==> config.mk <==
export PLATFORM = sky130hd
export DESIGN_NAME = vfv_queue
export DESIGN_NICKNAME = d
export VERILOG_FILES = /design/src/rtl/vfv_pkg.sv /design/src/rtl/vfv_queue.sv
export SDC_FILE = /design/constraint.sdc
export NUM_CORES = 1
export LEC_CHECK = 0
export ABC_AREA = 1
export BUFFER_PORTS_ARGS = -buffer_cell sky130_fd_sc_hd__buf_2
export CORE_MARGIN = 2
export CORE_UTILIZATION = 55
export DETAILED_ROUTE_END_ITERATION = 8
export PLACE_DENSITY = 0.77
export SLEW_MARGIN = 0
export SYNTH_ARGS = -nofsm -noshare
export SYNTH_HDL_FRONTEND = slang
export SYNTH_SLANG_ARGS = --single-unit
==> constraint.sdc <==
create_clock -name clk -period 4 [get_ports clk]
set_input_delay 0.6 -clock clk [delete_from_list [all_inputs] [get_ports clk]]
set_output_delay 0.6 -clock clk [all_outputs]
set_load 0.01 [all_outputs]
==> src/rtl/vfv_pkg.sv <==
// ----------------------------------------------------------------------------
// vfv_pkg
// shared beat types, command codes and face bit positions for the voxel face
// visibility block
// ----------------------------------------------------------------------------
package vfv_pkg;

    // command codes
    localparam logic [1:0] CMD_WRITE_VOXEL = 2'd0;
    localparam logic [1:0] CMD_WRITE_EDGE  = 2'd1;
    localparam logic [1:0] CMD_QUERY       = 2'd2;

    // face bit positions in the mask
    localparam int FACE_COUNT = 6;
    localparam logic [2:0] FACE_NORTH  = 3'd0;
    localparam logic [2:0] FACE_SOUTH  = 3'd1;
    localparam logic [2:0] FACE_WEST   = 3'd2;
    localparam logic [2:0] FACE_EAST   = 3'd3;
    localparam logic [2:0] FACE_BOTTOM = 3'd4;
    localparam logic [2:0] FACE_TOP    = 3'd5;

    // work queue between front and back, power of two deep
    localparam int QUEUE_DEPTH = 4;
    localparam int QUEUE_PW    = 2;

    typedef struct packed {
        logic [1:0] command;
        logic [3:0] pos_x;
        logic [3:0] pos_y;
        logic [3:0] pos_z;
        logic [7:0] block_value;
    } in_item_t;

    typedef struct packed {
        logic [5:0] face_mask;
        logic [7:0] block_type;
    } out_item_t;

    // classified work item; bound marks faces at the chunk boundary
    // (for north it means z is zero and the neighbour slice is used)
    typedef struct packed {
        logic [1:0]            op;
        logic [3:0]            pos_x;
        logic [3:0]            pos_y;
        logic [3:0]            pos_z;
        logic [7:0]            value;
        logic [FACE_COUNT-1:0] bound;
    } work_t;

endpackage

==> src/rtl/vfv_queue.sv <==
// ----------------------------------------------------------------------------
// vfv_queue
// short work queue between the classifying front and the executing back
// ----------------------------------------------------------------------------
module vfv_queue import vfv_pkg::*; (
    input  logic  clk,
    input  logic  rst_n,
    input  logic  push,
    input  work_t push_data,
    output logic  full,
    input  logic  pop,
    output work_t head,
    output logic  not_empty
);

    work_t               entries_reg [QUEUE_DEPTH];
    logic [QUEUE_PW-1:0] wptr_reg, wptr_next;
    logic [QUEUE_PW-1:0] rptr_reg, rptr_next;
    logic [QUEUE_PW:0]   count_reg, count_next;
    logic                do_push, do_pop;

    assign full      = (count_reg == (QUEUE_PW+1)'(QUEUE_DEPTH));
    assign not_empty = (count_reg != '0);
    assign head      = entries_reg[rptr_reg];
    assign do_push   = push && !full;
    assign do_pop    = pop && not_empty;

    always_comb
    begin
        wptr_next  = do_push ? wptr_reg + 1'b1 : wptr_reg;
        rptr_next  = do_pop ? rptr_reg + 1'b1 : rptr_reg;
        count_next = count_reg;
        if (do_push && !do_pop)
        begin
            count_next = count_reg + 1'b1;
        end
        else if (do_pop && !do_push)
        begin
            count_next = count_reg - 1'b1;
        end
    end

    always_ff @(posedge clk or negedge rst_n)
    begin
        if (!rst_n)
        begin
            wptr_reg  <= '0;
            rptr_reg  <= '0;
            count_reg <= '0;
        end
        else
        begin
            wptr_reg  <= wptr_next;
            rptr_reg  <= rptr_next;
            count_reg <= count_next;
        end
    end

    always_ff @(posedge clk)
    begin
        if (do_push)
        begin
            entries_reg[wptr_reg] <= push_data;
        end
    end

endmodule

* Word-level counts from Yosys, hierarchy flattened
Memory sizes are Yosys's and may differ from the RTL's. Cells that the tools add are included. W data, S select, Z words.
Word-level totals: register bits 7, input bits 32, memory bits (writable) 112, memories kept 1, output and inout bits 30
Memory list:
- entries_reg | words 4, width 28, rd ports 1, clocked after memory_dff 0, write ports 1, line vfv_queue.sv:16 | work_t entries_reg [QUEUE_DEPTH];
Operators by class: add/subtract/negate cells 4, multiplexer cells 4, equal/unequal tests 1, reductions and logical operators 9
Operators with widths (count):
- $mux W3 | 2
- $add A2 B1 Y2 const B | 2
- $logic_and A1 B1 Y1 | 4
- $add A3 B1 Y3 const B | 1
- $eq A3 B3 Y1 const B | 1
- $logic_not A1 Y1 | 3
- $reduce_bool A3 Y1 | 1
- $sub A3 B1 Y3 const B | 1
- $mux W1 | 2
- $reduce_bool A2 Y1 | 1

* Depth between registers and ports, before layout
depth in word-level cells 7, depth in mapped cells 12, mapped depth without buffers 12

* Worst setup path before layout
Ideal clock, no wire load.
path type input -> register, start point input port push, end point memory entries_reg[0][0] (netlist name) (enable), arrival time 1935 ps, stages 2, data required time 3587 ps, path slack 1652 ps, setup time 413 ps, path buffers 0, cells stage by stage nand2_1 nor2_1
On the way: cells in the longest elaborated chain, start to end 3
RTL lines:
- start: declaration | line vfv_queue.sv:8 | input logic push,
- $logic_and A1 B1 Y1 | line vfv_queue.sv:25 | assign do_push = push && !full;
- $mux W1 | line vfv_queue.sv:61 | if (do_push)
- $mux W1 (implied by the code) | line vfv_queue.sv:63 | entries_reg[wptr_reg] <= push_data;
- end: declaration | line vfv_queue.sv:16
Every way passes these cells.

==> impl_metrics.env <==
export IMPL_status="finished clean"
export IMPL_max_vdd_ir_drop_v=0.000524
export IMPL_critPathLaunch="rptr_reg[0]$_DFFE_PN0P_"
export IMPL_slowest_delay_ns=0.68
export IMPL_buffer_ports_inserted=61
export IMPL_p_leak_nw=2.53
export IMPL_synth_largest_area_cell="edfxtp_1"
export IMPL_grt_max_degree=68
export IMPL_rows=34
export IMPL_synthTopCellsByArea="edfxtp_1, nand2_1, o211ai_1, inv_1, o211ai_2"
export IMPL_synth_top_area_share_pct=67.4
export IMPL_post_route_period_util_pct=77.3
export IMPL_drc=0
export IMPL_grt_pass1_wl_um=14400
export IMPL_setup_viol=0
export IMPL_nets=490
export IMPL_endpoint="head[16]"
export IMPL_start_kind="flop"
export IMPL_place_congestion=0.694
export IMPL_syn_inst=387
export IMPL_cts_buffer_depth=2
export IMPL_fin_area_um2=6020
export IMPL_wirelength_um=8970
export IMPL_cts_inserted_buffers=17
export IMPL_root_buffer="clkbuf_8"
export IMPL_reg2reg_slack_ns=1.87
export IMPL_placed_cell_area_um2=5360
export IMPL_setup_tns_ns=0
export IMPL_antenna_cells=0
export IMPL_synth_area_um2=4990
export IMPL_cts_tree="done"
export IMPL_grt_use_total_pct=19.8
export IMPL_clkLatencyLatePin_ns=0.51
export IMPL_post_cts_buffers=0
export IMPL_cts_sinks=119
export IMPL_p_total_mw=4.85
export IMPL_drt_iter0_markers=105
export IMPL_largest_reg_flops=112
export IMPL_wl_per_cell_um=15.7
export IMPL_core_region_area_um2=8760
export IMPL_layout_common_cells="edfxtp_1, nand2_1, inv_1"
export IMPL_finalMaxSlewViolations=0
export IMPL_crit_buf_inv=3
export IMPL_hold_class="in2reg"
export IMPL_path_class="reg2out"
export IMPL_io_pins=62
export IMPL_cp_required_ns=3.40
export IMPL_synth_seq_cells=119
export IMPL_relSlewSlack_pct=36.8
export IMPL_arrival_ns=2.49
export IMPL_hpwl_um=5070
export IMPL_cts_resized=0
export IMPL_ant_nets=0
export IMPL_grt_antenna_before_repair=0
export IMPL_grt_setup_unrepaired="false"
export IMPL_avgSynthCellArea_um2=12.9
export IMPL_cp_slowest_cell="clkinv_2"
export IMPL_vias_per_cell=5.19
export IMPL_tightest_slew_ns=0.946
export IMPL_ys_warn_count=0
export IMPL_h_tree_depth=4
export IMPL_drv_cap=0
export IMPL_power_density_nw_per_um2=806
export IMPL_hold_buffers=1
export IMPL_end_kind="primary output"
export IMPL_max_freq_mhz=323
export IMPL_crit_top_cell="nand2_1"
export IMPL_vias=2975
export IMPL_clock_skew_ns=0.00499
export IMPL_start_util_pct=57.0
export IMPL_drt_pass1_iter_count=4
export IMPL_cp_top_family="buffers and inverters"
export IMPL_hold_viol_final=0
export IMPL_path_cells="clkinv_2 -> buf_12 -> nand2_1 -> o211ai_2 -> nand2_1 -> buf_2"
export IMPL_reg2reg_depth=9
export IMPL_die_w_um=99.3
export IMPL_grt_overflow=0
export IMPL_r2r_end="count_reg[1]$_DFFE_PN0P_"
export IMPL_layout_commonest_cell="edfxtp_1"
export IMPL_syn_num_nets=425
export IMPL_worst_path_stages=6
export IMPL_die_area_um2=9850
export IMPL_crit_path_max_fanout=67
export IMPL_syn2layout_area_growth_pct=20.5
export IMPL_r2r_start="count_reg[1]$_DFFE_PN0P_"
export IMPL_clk_pin_slew_worst_paths_ns=0.06
export IMPL_yosysUniqueCellTypes=18
export IMPL_min_period_ns=3.09
export IMPL_die_h_um=99.3
export IMPL_drive_above_1_share_pct=25.6
export IMPL_yosysSeqAreaShare_pct=70.9
export IMPL_grt_pass1_vias=2996
## power by group
part	internal [mW]	leakage [nW]	total (mW)	switching [mW]
logic	0.490	1.11	1.46	0.967
registers	1.65	1.11	1.74	0.0855
clock network	1.13	0.308	1.65	0.523
total	3.27	2.53	4.85	1.58
## synth_stat cells
library cell,number
buf_2,4
buf_4,2
buf_6,7
clkbuf_1,5
dfrtp_1,7
edfxtp_1,112
fa_1,1
ha_1,5
inv_1,69
inv_2,3
nand2_1,102
nand3_1,7
nand4_1,1
nor2_1,4
o211ai_1,37
o211ai_2,19
o21ai_0,1
xnor2_1,1
## final cells by class
class | count | area (um^2)
timing repair buffer | 64 | 343
clock buffer | 18 | 418
multi-input combinational | 178 | 1080
clock inverter | 14 | 230
fill | 588 | 2750
sequential | 119 | 3540
inverter | 72 | 272
tap | 108 | 135
## worst register-to-register path, delay by kind of cell, from the launching register on
kind | cells | cell delay (ns)
compound gates | 1 | 0.07
fa+ha+maj | 2 | 0.64
flops | 1 | 0.40
simple gates | 3 | 0.62
buf+inv | 3 | 0.29
## per-stage QoR
| stage | cells | util [%] | worst slack [ns] | hold WS [ns] |
|---|---|---|---|---|
| after global placement | 540 | 61.2 | 1.54 | 0.442 |
| after floorplan | 387 | - | 1.65 | 0.304 |
| after global routing | 573 | 68.7 | 0.706 | 0.283 |
| after detailed placement | 540 | 61.2 | 1.47 | 0.443 |
| after CTS | 573 | 68.7 | 0.901 | 0.285 |
| final | 573 | 68.7 | 0.907 | 0.300 |
## how the worst min path moves through the flow
stage / start / to / slack [ns] / cells past startpoint
final: push_data[12] / entries_reg[3][12]$_DFFE_PP_ / 0.30 / 1
after CTS: push_data[14] / entries_reg[2][14]$_DFFE_PP_ / 0.28 / 1
after detailed placement: rst_n / wptr_reg[1]$_DFFE_PN0P_ / 0.44 / 1
after global routing: push_data[2] / entries_reg[3][2]$_DFFE_PP_ / 0.28 / 1
after global placement: rst_n / wptr_reg[1]$_DFFE_PN0P_ / 0.44 / 1
after floorplan: rst_n / count_reg[0]$_DFFE_PN0P_ / 0.30 / 0
## logic make-up (layout without fill, tap and decap cells)
family | after synthesis | in the layout | share of synthesized area, %
AND/OR/NAND/NOR | 114 | 114 | 8.80
flip-flops | 119 | 119 | 70.9
buffers and inverters | 90 | 168 | 8.07
XOR/XNOR | 1 | 1 | 0.175
adder cells (fa/ha/maj) | 6 | 6 | 1.65
AO/OA/AOI/OAI | 57 | 57 | 10.4
## layer usage
layer / track usage [%] / vias up / share of wire [%]
met3: 6.18 / 14 / 5.5
met5: 0 / - / 0
met1: 24.4 / 1405 / 42
met2: 32.6 / 98 / 51
met4: 8.11 / 0 / 1.4
li1: - / 1458 / -
No activity file was read; power rests on OpenSTA's default activity.
